`src/window_min_max_clamp_core_assert.svh`:
```
// ----------------------------------------------------------------------------
// Window min/max clamp assertion macros
// Concurrent assertion wrappers, compiled out under synthesis.
// ----------------------------------------------------------------------------
`ifndef WINDOW_MIN_MAX_CLAMP_CORE_ASSERT_SVH
`define WINDOW_MIN_MAX_CLAMP_CORE_ASSERT_SVH

`ifndef SYNTHESIS

`define WMMC_ASSERT(label, clk, rst_n, prop) \
  label: assert property (@(posedge clk) disable iff (!(rst_n)) (prop)) \
    else $error("wmmc assertion failed");

`define WMMC_ASSERT_NEVER(label, clk, rst_n, cond) \
  label: assert property (@(posedge clk) disable iff (!(rst_n)) !(cond)) \
    else $error("wmmc forbidden condition seen");

`else

`define WMMC_ASSERT(label, clk, rst_n, prop)

`define WMMC_ASSERT_NEVER(label, clk, rst_n, cond)

`endif

`endif

```
`src/wmmc_pkg.sv`:
```
// ----------------------------------------------------------------------------
// Window min/max clamp package
// Shared widths, controller states and command/status bundles.
// ----------------------------------------------------------------------------
package wmmc_pkg;

  localparam int unsigned DataW = 16;

  typedef enum logic [1:0] {
    ST_IDLE,
    ST_SCAN,
    ST_LAST,
    ST_FINISH
  } wmmc_state_e;

  typedef struct packed {
    logic accept;
    logic issue_rd;
    logic load_out;
  } wmmc_cmd_t;

  typedef struct packed {
    logic scan_last;
    logic out_busy;
  } wmmc_status_t;

endpackage

```
`src/wmmc_ram.sv`:
```
// ----------------------------------------------------------------------------
// Window min/max clamp RAM
// Generic single-write, single-read memory with registered read data.
// ----------------------------------------------------------------------------
module wmmc_ram #(
  parameter int unsigned WIDTH = 16,
  parameter int unsigned DEPTH = 64
) (
  input  logic                     clk_i,
  input  logic                     we_i,
  input  logic [$clog2(DEPTH)-1:0] waddr_i,
  input  logic [WIDTH-1:0]         wdata_i,
  input  logic                     re_i,
  input  logic [$clog2(DEPTH)-1:0] raddr_i,
  output logic [WIDTH-1:0]         rdata_o
);

  logic [WIDTH-1:0] mem_q [DEPTH];
  logic [WIDTH-1:0] rdata_q;

  always_ff @(posedge clk_i) begin
    if (we_i) begin
      mem_q[waddr_i] <= wdata_i;
    end
    if (re_i) begin
      rdata_q <= mem_q[raddr_i];
    end
  end

  assign rdata_o = rdata_q;

endmodule

```
`src/wmmc_ctrl.sv`:
```
// ----------------------------------------------------------------------------
// Window min/max clamp controller
// Sequences accept, window scan and result load for one word at a time.
// ----------------------------------------------------------------------------
module wmmc_ctrl (
  input  logic                  clk_i,
  input  logic                  rst_ni,
  input  logic                  in_valid_i,
  output logic                  in_stall_o,
  input  wmmc_pkg::wmmc_status_t status_i,
  output wmmc_pkg::wmmc_cmd_t    cmd_o
);

  wmmc_pkg::wmmc_state_e state_q, state_d;

  always_ff @(posedge clk_i or negedge rst_ni) begin
    if (!rst_ni) begin
      state_q <= wmmc_pkg::ST_IDLE;
    end else begin
      state_q <= state_d;
    end
  end

  always_comb begin
    state_d        = state_q;
    cmd_o          = '0;
    in_stall_o     = 1'b1;
    unique case (state_q)
      wmmc_pkg::ST_IDLE: begin
        in_stall_o = 1'b0;
        if (in_valid_i) begin
          cmd_o.accept = 1'b1;
          state_d      = wmmc_pkg::ST_SCAN;
        end
      end
      wmmc_pkg::ST_SCAN: begin
        cmd_o.issue_rd = 1'b1;
        if (status_i.scan_last) begin
          state_d = wmmc_pkg::ST_LAST;
        end
      end
      wmmc_pkg::ST_LAST: begin
        state_d = wmmc_pkg::ST_FINISH;
      end
      wmmc_pkg::ST_FINISH: begin
        if (!status_i.out_busy) begin
          cmd_o.load_out = 1'b1;
          state_d        = wmmc_pkg::ST_IDLE;
        end
      end
    endcase
  end

endmodule

```
`src/wmmc_dp.sv`:
```
// ----------------------------------------------------------------------------
// Window min/max clamp datapath
// Sample ring, fill tracking, min/max scan, clamp and output register.
// ----------------------------------------------------------------------------
module wmmc_dp #(
  parameter int unsigned WINDOW_DEPTH = 64
) (
  input  logic                               clk_i,
  input  logic                               rst_ni,
  input  wmmc_pkg::wmmc_cmd_t                cmd_i,
  output wmmc_pkg::wmmc_status_t             status_o,
  input  logic [wmmc_pkg::DataW-1:0]         lux_sample_i,
  output logic                               out_valid_o,
  input  logic                               out_stall_i,
  output logic [wmmc_pkg::DataW-1:0]         clamped_lux_o,
  output logic [wmmc_pkg::DataW-1:0]         window_min_o,
  output logic [wmmc_pkg::DataW-1:0]         window_max_o,
  output logic                               window_full_o
);

  localparam int unsigned AddrW = $clog2(WINDOW_DEPTH);
  localparam int unsigned CntW  = $clog2(WINDOW_DEPTH + 1);

  logic [AddrW-1:0]             slot_q, slot_d;
  logic [CntW-1:0]              fill_q, fill_d;
  logic [CntW-1:0]              fill_m1;
  logic [AddrW-1:0]             rd_cnt_q, rd_cnt_d;
  logic                         rd_vld_q;
  logic                         out_valid_q, out_valid_d;
  logic [wmmc_pkg::DataW-1:0]   sample_q;
  logic [wmmc_pkg::DataW-1:0]   min_q, max_q;
  logic [wmmc_pkg::DataW-1:0]   out_lux_q, out_min_q, out_max_q;
  logic                         out_full_q;
  logic [wmmc_pkg::DataW-1:0]   rdata;
  logic [wmmc_pkg::DataW-1:0]   clamp_lux;
  logic                         full;

  wmmc_ram #(
    .WIDTH (wmmc_pkg::DataW),
    .DEPTH (WINDOW_DEPTH)
  ) u_ring (
    .clk_i   (clk_i),
    .we_i    (cmd_i.accept),
    .waddr_i (slot_q),
    .wdata_i (lux_sample_i),
    .re_i    (cmd_i.issue_rd),
    .raddr_i (rd_cnt_q),
    .rdata_o (rdata)
  );

  assign full    = (fill_q == CntW'(WINDOW_DEPTH));
  assign fill_m1 = fill_q - CntW'(1);

  always_comb begin
    slot_d      = slot_q;
    fill_d      = fill_q;
    rd_cnt_d    = rd_cnt_q;
    out_valid_d = out_valid_q;
    if (cmd_i.accept) begin
      slot_d   = (slot_q == AddrW'(WINDOW_DEPTH - 1)) ? '0 : slot_q + AddrW'(1);
      fill_d   = full ? fill_q : fill_q + CntW'(1);
      rd_cnt_d = '0;
    end else if (cmd_i.issue_rd) begin
      rd_cnt_d = rd_cnt_q + AddrW'(1);
    end
    if (out_valid_q && !out_stall_i) begin
      out_valid_d = 1'b0;
    end
    if (cmd_i.load_out) begin
      out_valid_d = 1'b1;
    end
  end

  always_ff @(posedge clk_i or negedge rst_ni) begin
    if (!rst_ni) begin
      slot_q      <= '0;
      fill_q      <= '0;
      rd_cnt_q    <= '0;
      rd_vld_q    <= 1'b0;
      out_valid_q <= 1'b0;
    end else begin
      slot_q      <= slot_d;
      fill_q      <= fill_d;
      rd_cnt_q    <= rd_cnt_d;
      rd_vld_q    <= cmd_i.issue_rd;
      out_valid_q <= out_valid_d;
    end
  end

  always_comb begin
    clamp_lux = sample_q;
    if (full) begin
      if (sample_q < min_q) begin
        clamp_lux = min_q;
      end else if (sample_q > max_q) begin
        clamp_lux = max_q;
      end
    end
  end

  always_ff @(posedge clk_i) begin
    if (cmd_i.accept) begin
      sample_q <= lux_sample_i;
      min_q    <= lux_sample_i;
      max_q    <= lux_sample_i;
    end else if (rd_vld_q) begin
      if (rdata < min_q) begin
        min_q <= rdata;
      end
      if (rdata > max_q) begin
        max_q <= rdata;
      end
    end
    if (cmd_i.load_out) begin
      out_lux_q  <= clamp_lux;
      out_min_q  <= min_q;
      out_max_q  <= max_q;
      out_full_q <= full;
    end
  end

  assign status_o.scan_last = (rd_cnt_q == fill_m1[AddrW-1:0]);
  assign status_o.out_busy  = out_valid_q && out_stall_i;

  assign out_valid_o   = out_valid_q;
  assign clamped_lux_o = out_lux_q;
  assign window_min_o  = out_min_q;
  assign window_max_o  = out_max_q;
  assign window_full_o = out_full_q;

endmodule

```
`src/window_min_max_clamp_core.sv`:
```
// ----------------------------------------------------------------------------
// Window min/max clamp core
// Each accepted sample is stored in a ring of the last WINDOW_DEPTH samples;
// the block then scans the filled entries through the single read port of the
// ring RAM, one entry per cycle, and returns the sample (clamped to the
// window bounds once the window is full) with the window minimum, maximum and
// full flag. The block takes no new sample until the current one has been
// loaded into the output register; a finished word waits in the output
// register, so the next sample is taken while it is still stalled, and a
// load waits only if the previous word has not been taken yet.
// ----------------------------------------------------------------------------
`include "window_min_max_clamp_core_assert.svh"

module window_min_max_clamp_core #(
  parameter int unsigned WINDOW_DEPTH = 64
) (
  input  logic                       clk_i,
  input  logic                       rst_ni,
  input  logic                       in_valid_i,
  output logic                       in_stall_o,
  input  logic [wmmc_pkg::DataW-1:0] lux_sample_i,
  output logic                       out_valid_o,
  input  logic                       out_stall_i,
  output logic [wmmc_pkg::DataW-1:0] clamped_lux_o,
  output logic [wmmc_pkg::DataW-1:0] window_min_o,
  output logic [wmmc_pkg::DataW-1:0] window_max_o,
  output logic                       window_full_o
);

  wmmc_pkg::wmmc_cmd_t    cmd;
  wmmc_pkg::wmmc_status_t status;

  wmmc_ctrl u_ctrl (
    .clk_i      (clk_i),
    .rst_ni     (rst_ni),
    .in_valid_i (in_valid_i),
    .in_stall_o (in_stall_o),
    .status_i   (status),
    .cmd_o      (cmd)
  );

  wmmc_dp #(
    .WINDOW_DEPTH (WINDOW_DEPTH)
  ) u_dp (
    .clk_i         (clk_i),
    .rst_ni        (rst_ni),
    .cmd_i         (cmd),
    .status_o      (status),
    .lux_sample_i  (lux_sample_i),
    .out_valid_o   (out_valid_o),
    .out_stall_i   (out_stall_i),
    .clamped_lux_o (clamped_lux_o),
    .window_min_o  (window_min_o),
    .window_max_o  (window_max_o),
    .window_full_o (window_full_o)
  );

  `WMMC_ASSERT(a_busy_after_accept, clk_i, rst_ni, (in_valid_i && !in_stall_o) |=> in_stall_o)
  `WMMC_ASSERT(a_bounds_order, clk_i, rst_ni, out_valid_o |-> (window_min_o <= window_max_o))
  `WMMC_ASSERT(a_clamp_in_bounds, clk_i, rst_ni,
               (out_valid_o && window_full_o) |->
               ((clamped_lux_o >= window_min_o) && (clamped_lux_o <= window_max_o)))
  `WMMC_ASSERT_NEVER(a_accept_and_load, clk_i, rst_ni, cmd.accept && cmd.load_out)

endmodule
```
`config.mk`:
```
export PLATFORM = sky130hd
export DESIGN_NAME = window_min_max_clamp_core
export DESIGN_NICKNAME = d
export VERILOG_FILES = /design/src/wmmc_pkg.sv /design/src/wmmc_ram.sv /design/src/wmmc_ctrl.sv /design/src/wmmc_dp.sv /design/src/window_min_max_clamp_core.sv
export VERILOG_INCLUDE_DIRS = /design/src /design/src/src
export SDC_FILE = /design/constraint.sdc
export NUM_CORES = 1
export LEC_CHECK = 0
export BUFFER_PORTS_ARGS = -buffer_cell sky130_fd_sc_hd__buf_2
export CAP_MARGIN = 20
export CORE_ASPECT_RATIO = 1.5
export CORE_MARGIN = 3
export CORE_UTILIZATION = 55
export CTS_CLUSTER_SIZE = 24
export DETAILED_ROUTE_END_ITERATION = 16
export PLACE_DENSITY_LB_ADDON = 0.3
export SLEW_MARGIN = 20
export SYNTH_ARGS = -nofsm -noshare
export SYNTH_HDL_FRONTEND = slang
export SYNTH_SLANG_ARGS = --single-unit
```
`constraint.sdc`:
```
create_clock -name clk_i -period 11.15 [get_ports clk_i]
set_clock_uncertainty 0.05 [all_clocks]
set_input_delay 1.115 -clock clk_i [delete_from_list [all_inputs] [get_ports clk_i]]
set_output_delay 1.115 -clock clk_i [all_outputs]
set_load 0.005 [all_outputs]
```
### Word level (Yosys, flattened, before mapping)

Memory sizes are Yosys's and may differ from the RTL's. A register that Yosys moved wholly into a read port is not among the register bits.
Index checks and enable logic that the tools add are counted.

| operators by class | value |
|---|---|
| $add $sub $neg | 4 |
| $lt $le $gt $ge | 4 |
| equality and inequality tests | 9 |
| mux-type cells | 26 |
| bitwise operators | 1 |
| reductions and logical operators | 13 |

Operators with widths:

| cell | number |
|---|---|
| $mux 16 | 9 |
| $gt 16x16->1 | 2 |
| $lt 16x16->1 | 2 |
| $mux 6 | 3 |
| $add 6x1->6 const B | 2 |
| $mux 1 | 10 |
| $reduce_bool 2->1 | 5 |
| $pmux 2 s4 | 1 |
| $add 7x1->7 const B | 1 |
| $eq 7x7->1 const B | 1 |
| $eq 6x6->1 | 1 |
| $eq 6x6->1 const B | 1 |
| $mux 2 | 3 |
| $ne 2x2->1 const B | 3 |
| $reduce_and 2->1 | 3 |
| $sub 6x1->6 const B | 1 |
| $eq 2x2->1 const B | 2 |
| $reduce_and 3->1 | 1 |
| $eq 2x1->1 const B | 1 |
| $logic_and 1x1->1 | 2 |
| $logic_not 2->1 | 1 |
| $logic_not 1->1 | 1 |
| $not 1->1 | 1 |

| storage, ports and cells | value |
|---|---|
| flip-flop bits (word level) | 120 |
| RAM bits | 1,024 |
| bits of input ports | 20 |
| output and inout port bits | 51 |
| logic and storage cells | 71 |
| memories kept | 1 |

Memory list:

| name | words | bits a word | read ports | clocked after memory_dff | wr ports | RTL line | RTL |
|---|---|---|---|---|---|---|---|
| u_dp.u_ring.mem_q | 64 | 16 | 1 | 1 | 1 | wmmc_ram.sv:18 | `logic [WIDTH-1:0] mem_q [DEPTH];` |

### Logic depth before layout (Yosys ltp)

Gate-level depths: netlist (run 1).

| depth | value |
|---|---|
| depth after elaboration | 4 |
| depth in mapped cells | 10 |

### Modules after synthesis

A second synthesis (run 1) with hierarchy kept.

| second synthesis, totals | value |
|---|---|
| cells, all modules | 2,347 |
| area total of the unflattened synthesis | 46,793.6 um^2 |

By module, submodules not included:

| module | instances | cells each | area an instance (um^2) |
|---|---|---|---|
| wmmc_ram | 1 | 1,829 | 40,202.3 |
| wmmc_dp | 1 | 500 | 6,407.4 |
| wmmc_ctrl | 1 | 18 | 183.9 |

### Worst setup path before layout (run 1)

Ideal clock, no wire load.

| timing path | value |
|---|---|
| kind | input port to flip-flop |
| from | input port out_stall_i |
| to | register u_dp.out_lux_q (netlist bit u_dp.clamped_lux_o[0]), enable pin |
| library setup time | 0.530 ns |
| arrival | 4.709 ns |
| data required time | 10.570 ns |
| slack | 5.860 ns |
| cell stages on the path | 1 |
| cell sequence | a21boi_0 |

| between the ends | value |
|---|---|
| word-level cells in the longest chain between the ends | 3 |

RTL lines:

| item | RTL line | RTL |
|---|---|---|
| start, declared | window_min_max_clamp_core.sv:23 | `input logic out_stall_i,` |
| $logic_and 1x1->1 | wmmc_dp.sv:123 | `assign status_o.out_busy = out_valid_q && out_stall_i;` |
| $mux 1 | wmmc_ctrl.sv:46 | `if (!status_i.out_busy) begin` |
| $mux 1 | wmmc_ctrl.sv:28 | `unique case (state_q)` |
| end signal, assigned | wmmc_dp.sv:115 | `out_lux_q <= clamp_lux;` |
| end, declared | wmmc_dp.sv:32 | `logic [wmmc_pkg::DataW-1:0] out_lux_q, out_min_q, out_max_q;` |

No other way between the ends.
A chain may end at the register's enable or synchronous reset.

==> impl_metrics.env, run 1 <==
export IMPL_power_leakage_nw=16.41
export IMPL_tritoncts="built"
export IMPL_rsz0062_at_grt="false"
export IMPL_drv_slew=0
export IMPL_via_count=22350
export IMPL_final_core_utilization_pct=62.02
export IMPL_power_per_cell_area_nw_per_um2=231.9
export IMPL_gr_usage_all_layers_pct=24.77
export IMPL_fillers=5489
export IMPL_post_synth_inst_count=2141
export IMPL_clkSlewWorstSetupHoldPaths_ns=0.07
export IMPL_syn2layout_area_growth_pct=11.59
export IMPL_setup_viol=0
export IMPL_mappedNetlistArea_um2=45850
export IMPL_proportion_of_synthesized_chip_area_in_sequential_cells_pct=75.73
export IMPL_synth_avg_cell_area_um2=21.41
export IMPL_peakVddDrop_v=0.0001650
export IMPL_initial_core_util_pct=55.58
export IMPL_slew_limit_headroom_pct=23.97
export IMPL_floorplan_rows=129
export IMPL_drt_initial_drc_count=2161
export IMPL_grt_pass1_vias=23040
export IMPL_fp_dieH_um=359.6
export IMPL_clock_tree_buffer_depth=3
export IMPL_ff_latch_area_um2=34730
export IMPL_grt_max_degree=142
export IMPL_status="completed"
export IMPL_post_cts_setup_buffer_count=0
export IMPL_setup_worst_path_start_class="flip-flop"
export IMPL_gp_congestion=0.9218
export IMPL_cts_buffers=99
export IMPL_via_per_inst=6.382
export IMPL_clock_insertion_delay_worst_skew_ns=0.69
export IMPL_core_region_area_um2=82480
export IMPL_ctsHtreeMaxLevel=3
export IMPL_synthArstFlopShare_pct=1.983
export IMPL_clock_root_buffer="clkbuf_16"
export IMPL_hpwlAfterDp_um=63200
export IMPL_drt_antenna_violating_nets=0
export IMPL_io_pins=71
export IMPL_timing_setup_tns_ns=0
export IMPL_ys_seq_elements=1160
export IMPL_multi_input_area_um2=10460
export IMPL_ys_types=49
export IMPL_final_layout_size_suffix_gt1_share_pct=26.84
export IMPL_design_final_nets=2394
export IMPL_first_pass_grt_wire_length_um=156400
export IMPL_final_hold_violation_count=0
export IMPL_post_cts_resized_instances=0
export IMPL_period_minus_slack_ns=4.292
export IMPL_crit_type="flip-flop to flip-flop"
export IMPL_wirelength_um=105900
export IMPL_number_of_port_buffers=70
export IMPL_achievable_frequency_ghz=0.2330
export IMPL_wl_per_cell_um=30.25
export IMPL_die_x_um=241.7
export IMPL_yosys_warnings=0
export IMPL_postSynthNetCount=2232
export IMPL_cts_num_sinks=1160
export IMPL_maxCapViolCount=0
export IMPL_setup_worst_path_end_class="flip-flop"
export IMPL_worst_endpoint_arrival_ns=4.60
export IMPL_worst_hold_path_type="flip-flop to flip-flop"
export IMPL_area_of_the_die_um2=86930
export IMPL_synth_edf_count=1137
export IMPL_detail_route_drc_violations=0
export IMPL_detailedRoute_firstPassIterationCount=6
export IMPL_ys_dominant_reg_cell="edfxtp_1"
export IMPL_worst_slew_pin_slew_ns=1.140
export IMPL_globalRoute_totalOverflow=0
export IMPL_worstPathRequired_ns=11.46
export IMPL_min_period_over_period_pct=38.49
export IMPL_number_of_buffers_inserted_for_hold_repair_after_clock_tree_synthesis=0
export IMPL_critical_path_max_fanout=45
export IMPL_antenna_found_initial=3
## stage by stage
| step | std cells | hold slack (ns) | instance area (um2) | setup slack, ns | power [mW] |
|---|---|---|---|---|---|
| final | 3502 | 0.3968 | 51160 | 6.858 | 11.87 |
| after global routing | 3501 | 0.4085 | 51150 | 6.599 | 12.34 |
| after CTS | 3501 | 0.3996 | 51150 | 6.770 | 11.95 |
| after detailed placement | 3315 | 0.3844 | 47830 | 6.828 | 8.490 |
| after global placement | 3315 | 0.3873 | 47830 | 6.798 | 8.431 |
| after floorplan | 2141 | 0.3764 | 45850 | 5.860 | 7.521 |
## power by group
group          internal (mW)  leakage (nW)  switching, mW  total [mW]
clock                   1.98          1.63           1.50        3.49
sequential              5.12          10.5          0.315        5.43
combinational           1.38          4.24           1.57        2.95
total                   8.48          16.4           3.39        11.9
## cell families after synthesis
logic type	count (synthesis)	share of synthesized area, %
compound gates	145	2.323
xor+xnor	21	0.4012
fa+ha+maj	71	1.938
buf+inv	146	1.539
flops	1160	75.73
mux	322	15.31
simple gates	276	2.762
## worst max-delay path, cell delays in order, from the launching register on
cell and delay, ns:
dfrtp_4 0.92, buf_4 0.83, mux4_2 0.60, mux4_2 0.52, a22oi_1 0.85, nand2_1 0.13
## layer usage
layer  vias to the layer above  wire length, um  global-route usage [%]
met5                         -               15                       0
met4                         2             6240                   14.05
met3                       238             7010                   3.189
met2                      1059            54580                   42.15
met1                     11830            38080                   31.11
li1                       9226                -                       -
## worst paths after layout
check                                         end  slack, ns        startpoint  depth (start not counted)
min in group asynchronous          u_dp.slot_q[3]       0.42            rst_ni                          1
max reg2reg                u_dp.u_ring.rdata_o[8]       6.86  u_dp.rd_cnt_q[0]                          5
max                        u_dp.u_ring.rdata_o[8]       6.86  u_dp.rd_cnt_q[0]                          5
min reg2reg                  u_dp.window_max_o[5]       0.40     u_dp.max_q[5]                          0
min                          u_dp.window_max_o[5]       0.40     u_dp.max_q[5]                          0
max in group asynchronous        u_dp.rd_cnt_q[2]      10.12            rst_ni                          1
## cell usage in the layout (no fill, tap or decap), types with 23 or more instances in the layout
master | netlist | layout
a22oi_1 | 25 | 25
buf_2 | 18 | 65
buf_4 | 10 | 102
clkbuf_16 | 0 | 101
edfxtp_1 | 1137 | 1137
ha_1 | 71 | 71
inv_1 | 39 | 39
mux4_2 | 303 | 303
nand2_1 | 83 | 83
nand3_1 | 27 | 27
nor2_1 | 88 | 88
nor2b_1 | 23 | 23
## final cells by class
cell class              instances  share of cell area [%]
flip-flops and latches       1160                   67.89
multi-input cells             835                   20.45
clock buffers                 130                   5.329
well taps                    1113                   2.722
repair buffers                168                   2.172
clock inverters                56                   1.145
inverters                      39                  0.2862
diodes                          1                0.004892
## cells in the mapped netlist, types with 3 or more instances
| master | n | area, um2 |
|---|---|---|
| a211oi_1 | 17 | 127.6 |
| a21o_1 | 10 | 75.07 |
| a21oi_1 | 18 | 90.09 |
| a221oi_1 | 3 | 26.28 |
| a22o_1 | 5 | 43.79 |
| a22oi_1 | 25 | 187.7 |
| and2_1 | 3 | 18.77 |
| buf_1 | 11 | 41.29 |
| buf_2 | 18 | 90.09 |
| buf_4 | 10 | 75.07 |
| buf_6 | 13 | 146.4 |
| clkbuf_1 | 55 | 206.5 |
| dfrtp_1 | 23 | 575.6 |
| edfxtp_1 | 1137 | 34140 |
| ha_1 | 71 | 888.4 |
| inv_1 | 39 | 146.4 |
| mux2_2 | 3 | 33.78 |
| mux2i_1 | 16 | 160.2 |
| mux4_2 | 303 | 6824 |
| nand2_1 | 83 | 311.6 |
| nand2b_1 | 9 | 56.30 |
| nand3_1 | 27 | 135.1 |
| nand3b_1 | 5 | 37.54 |
| nand4_1 | 15 | 93.84 |
| nor2_1 | 88 | 330.3 |
| nor2b_1 | 23 | 143.9 |
| nor3_1 | 12 | 60.06 |
| o211ai_1 | 6 | 45.04 |
| o21a_1 | 6 | 45.04 |
| o21ai_0 | 17 | 85.08 |
| o21ai_1 | 6 | 30.03 |
| o221a_1 | 10 | 112.6 |
| o221a_2 | 6 | 67.56 |
| o22ai_1 | 3 | 18.77 |
| o41ai_1 | 5 | 43.79 |
| or3_1 | 3 | 18.77 |
| xnor2_1 | 14 | 122.6 |
| xor2_1 | 7 | 61.31 |
## flip-flops by register name, indices dropped and copies added (netlist names), 16 cells and up
name,flops
u_dp.sample_q,16
u_dp.u_ring.mem_q,1024
u_dp.min_q,16
u_dp.u_ring.rdata_o,16
u_dp.window_max_o,16
u_dp.clamped_lux_o,16
u_dp.max_q,16
u_dp.window_min_o,16
(Power assumes the default switching activity.)
==> inputs of run 2 (changes only) <==
--- a/config.mk
+++ b/config.mk
@@ -6,6 +6,7 @@
 export SDC_FILE = /design/constraint.sdc
 export NUM_CORES = 1
 export LEC_CHECK = 0
+export ABC_AREA = 1
 export BUFFER_PORTS_ARGS = -buffer_cell sky130_fd_sc_hd__buf_2
 export CAP_MARGIN = 20
 export CORE_ASPECT_RATIO = 1.5
==> constraint.sdc (replaced) <==
create_clock -name clk_i -period 4 [get_ports clk_i]
set_clock_uncertainty 0.05 [all_clocks]
set_input_delay 0.4 -clock clk_i [delete_from_list [all_inputs] [get_ports clk_i]]
set_output_delay 0.4 -clock clk_i [all_outputs]
set_load 0.005 [all_outputs]
==> impl_metrics.env, run 2 <==
export IMPL_status="completed"
export IMPL_ys_dominant_reg_cell="edfxtp_1"
export IMPL_worst_hold_path_type="primary input to flip-flop"
export IMPL_syn2layout_area_growth_pct=11.07
export IMPL_postSynthNetCount=3900
export IMPL_floorplan_rows=131
export IMPL_wl_per_cell_um=25.22
export IMPL_setup_viol=0
export IMPL_number_of_port_buffers=70
export IMPL_fp_dieH_um=366.5
export IMPL_finalNonFillerCells=5110
export IMPL_synthArstFlopShare_pct=1.983
export IMPL_area_of_the_die_um2=90280
export IMPL_drt_antenna_violating_nets=0
export IMPL_worstPathRequired_ns=4.36
export IMPL_detailedRoute_firstPassIterationCount=6
export IMPL_mostFrequentLayoutCell="edfxtp_1"
export IMPL_hpwlAfterDp_um=76870
export IMPL_post_cts_resized_instances=0
export IMPL_gp_congestion=0.8959
export IMPL_io_pins=71
export IMPL_largest_register_ffs=1024
export IMPL_achievable_frequency_ghz=0.2947
export IMPL_critical_path_slowest_cell="dfrtp_4"
export IMPL_power_per_cell_area_nw_per_um2=679.5
export IMPL_via_count=31450
export IMPL_design_final_nets=3987
export IMPL_core_region_area_um2=85400
export IMPL_setup_worst_path_start_class="flip-flop"
export IMPL_proportion_of_synthesized_chip_area_in_sequential_cells_pct=72.86
export IMPL_cts_buffers=102
export IMPL_timing_critical_path_cells="inv_8, buf_12, o21ai_0, o21ai_0, o211ai_1, nand2_1, nand3_1, nand2_1"
export IMPL_power_leakage_nw=18.19
export IMPL_ys_seq_elements=1160
export IMPL_dp_cells=4920
export IMPL_worst_endpoint_arrival_ns=3.75
export IMPL_drv_slew=0
export IMPL_synth_edf_count=1137
export IMPL_critPathMaxStageDelay_ns=0.78
export IMPL_yosys_area_top_type_share_pct=71.65
export IMPL_top_register="u_dp.u_ring.mem_q"
export IMPL_post_synth_inst_count=3809
export IMPL_grt_max_degree=183
export IMPL_clock_root_buffer="clkbuf_16"
export IMPL_period_minus_slack_ns=3.393
export IMPL_rsz0062_at_grt="false"
export IMPL_wirelength_um=128900
export IMPL_timing_setup_tns_ns=0
export IMPL_min_period_over_period_pct=84.83
export IMPL_yosys_warnings=0
export IMPL_ys_types=38
export IMPL_critical_path_max_fanout=114
export IMPL_initial_core_util_pct=55.80
export IMPL_ctsHtreeMaxLevel=3
export IMPL_ys_top_cells_by_count="edfxtp_1, nor2_1, nand2_1"
export IMPL_grt_pass1_vias=31070
export IMPL_peakVddDrop_v=0.0007602
export IMPL_fillers=6240
export IMPL_cts_num_sinks=1160
export IMPL_final_hold_violation_count=0
export IMPL_globalRoute_totalOverflow=0
export IMPL_gr_usage_all_layers_pct=28.54
export IMPL_die_x_um=246.3
export IMPL_clock_insertion_delay_worst_skew_ns=0.71
export IMPL_detail_route_drc_violations=0
export IMPL_final_layout_size_suffix_gt1_share_pct=10.13
export IMPL_commonest_cells_after_routing_fill_and_taps_aside="edfxtp_1, nor2_1, nand2_1"
export IMPL_synth_avg_cell_area_um2=12.51
export IMPL_antenna_found_initial=2
export IMPL_postLayoutCellArea_um2=52920
export IMPL_crit_type="flip-flop to flip-flop"
export IMPL_clock_tree_buffer_depth=3
export IMPL_slew_limit_headroom_pct=21.93
export IMPL_tritoncts="built"
export IMPL_number_of_buffers_and_inverters_on_the_critical_path=2
export IMPL_critPathTopFamily="compound AO/OA/AOI/OAI gates"
export IMPL_drt_initial_drc_count=3969
export IMPL_via_per_inst=6.154
export IMPL_post_synth_top_area_cell="edfxtp_1"
export IMPL_yosys_top_cells_area="edfxtp_1, nor2_1, o21ai_0"
export IMPL_clkSlewWorstSetupHoldPaths_ns=0.07
export IMPL_setup_worst_path_end_class="flip-flop"
export IMPL_worst_slew_pin_slew_ns=1.171
export IMPL_first_pass_grt_wire_length_um=191600
export IMPL_hold_ws_ns=0.09463
export IMPL_placedInstanceArea_um2=49520
export IMPL_yosys_cell_count_top_type="edfxtp_1"
export IMPL_maxCapViolCount=0
export IMPL_mappedNetlistArea_um2=47650
run 2: cell count changes after synthesis, sizes merged, moves of 25 or more:
cell | previous run | this run
a21oi | 18 | 78
a22oi | 25 | 0
buf | 52 | 143
clkbuf | 55 | 88
inv | 39 | 99
mux4 | 303 | 0
nand2 | 83 | 495
nand3 | 27 | 225
nor2 | 88 | 649
o211ai | 6 | 106
o21ai | 23 | 496
o22ai | 3 | 89
run 2: path summary, 6_finish.rpt:
path | start | to | slack [ns] | cells past startpoint
max | u_dp.rd_cnt_q[0] | u_dp.u_ring.rdata_o[12] | 0.61 | 8
min | in_valid_i | u_ctrl.state_q[1] | 0.09 | 5
max reg2reg | u_dp.rd_cnt_q[0] | u_dp.u_ring.rdata_o[12] | 0.61 | 8
min reg2reg | u_dp.min_q[1] | u_dp.window_min_o[1] | 0.40 | 0
max in group asynchronous | rst_ni | u_dp.rd_cnt_q[0] | 3.13 | 2
min in group asynchronous | rst_ni | u_dp.fill_q[5] | 0.22 | 2
run 2: what timing repair did:
action / 4_1_cts / 5_1_grt
buffers inserted: 0 / 0
hold buffers: 2 / 0
endpoints found under the hold margin: 24 / 0
run 2: cell type report:
cell class | instances | area, um2 | area share [%]
Antenna cell | 1 | 2.502 | 0.004728
Clock buffer | 126 | 2744 | 5.185
Clock inverter | 61 | 639.4 | 1.208
Inverter | 101 | 389.1 | 0.7352
Multi-Input combinational cell | 2317 | 11380 | 21.51
Sequential cell | 1160 | 34730 | 65.62
Tap cell | 1130 | 1414 | 2.671
Timing Repair Buffer | 214 | 1624 | 3.069
run 2: worst register-to-register path: stages, from the launching register on:
cell	delay, ns
dfrtp_4	0.78
inv_8	0.36
buf_12	0.44
o21ai_0	0.21
o21ai_0	0.15
o211ai_1	0.45
nand2_1	0.25
nand3_1	0.32
nand2_1	0.11
run 2: cells by family after synthesis:
family	share of synthesized area [%]
AND/OR/NAND/NOR	12.20
flip-flops	72.86
AO/OA/AOI/OAI	9.437
buffers and inverters	3.403
adder cells (fa/ha/maj)	1.864
XOR/XNOR	0.2363
run 2: metrics by stage:
step	power, mW	utilization, %	worst slack, ns
detailed placement	26.01	57.99	0.8096
global route	37.53	61.97	0.5681
floorplan	21.97	-	0.5114
CTS	35.92	61.97	0.7697
finish	35.96	61.98	0.6066
global placement	25.77	57.98	0.7957
run 2: routing by layer:
metal	track usage, %	part of all wire [%]	vias to the layer above
met1	34.21	34	15380
met5	0	0.0085	-
met4	18.91	7.2	2
met3	4.504	8.8	361
met2	47.68	50	1709
li1	-	-	13990
run 2: power by group:
group	switching, mW	leakage [nW]	internal (mW)
Clock	4.37	1.67	5.65
Sequential	0.734	10.5	14.4
Combinational	7.77	5.98	3.08
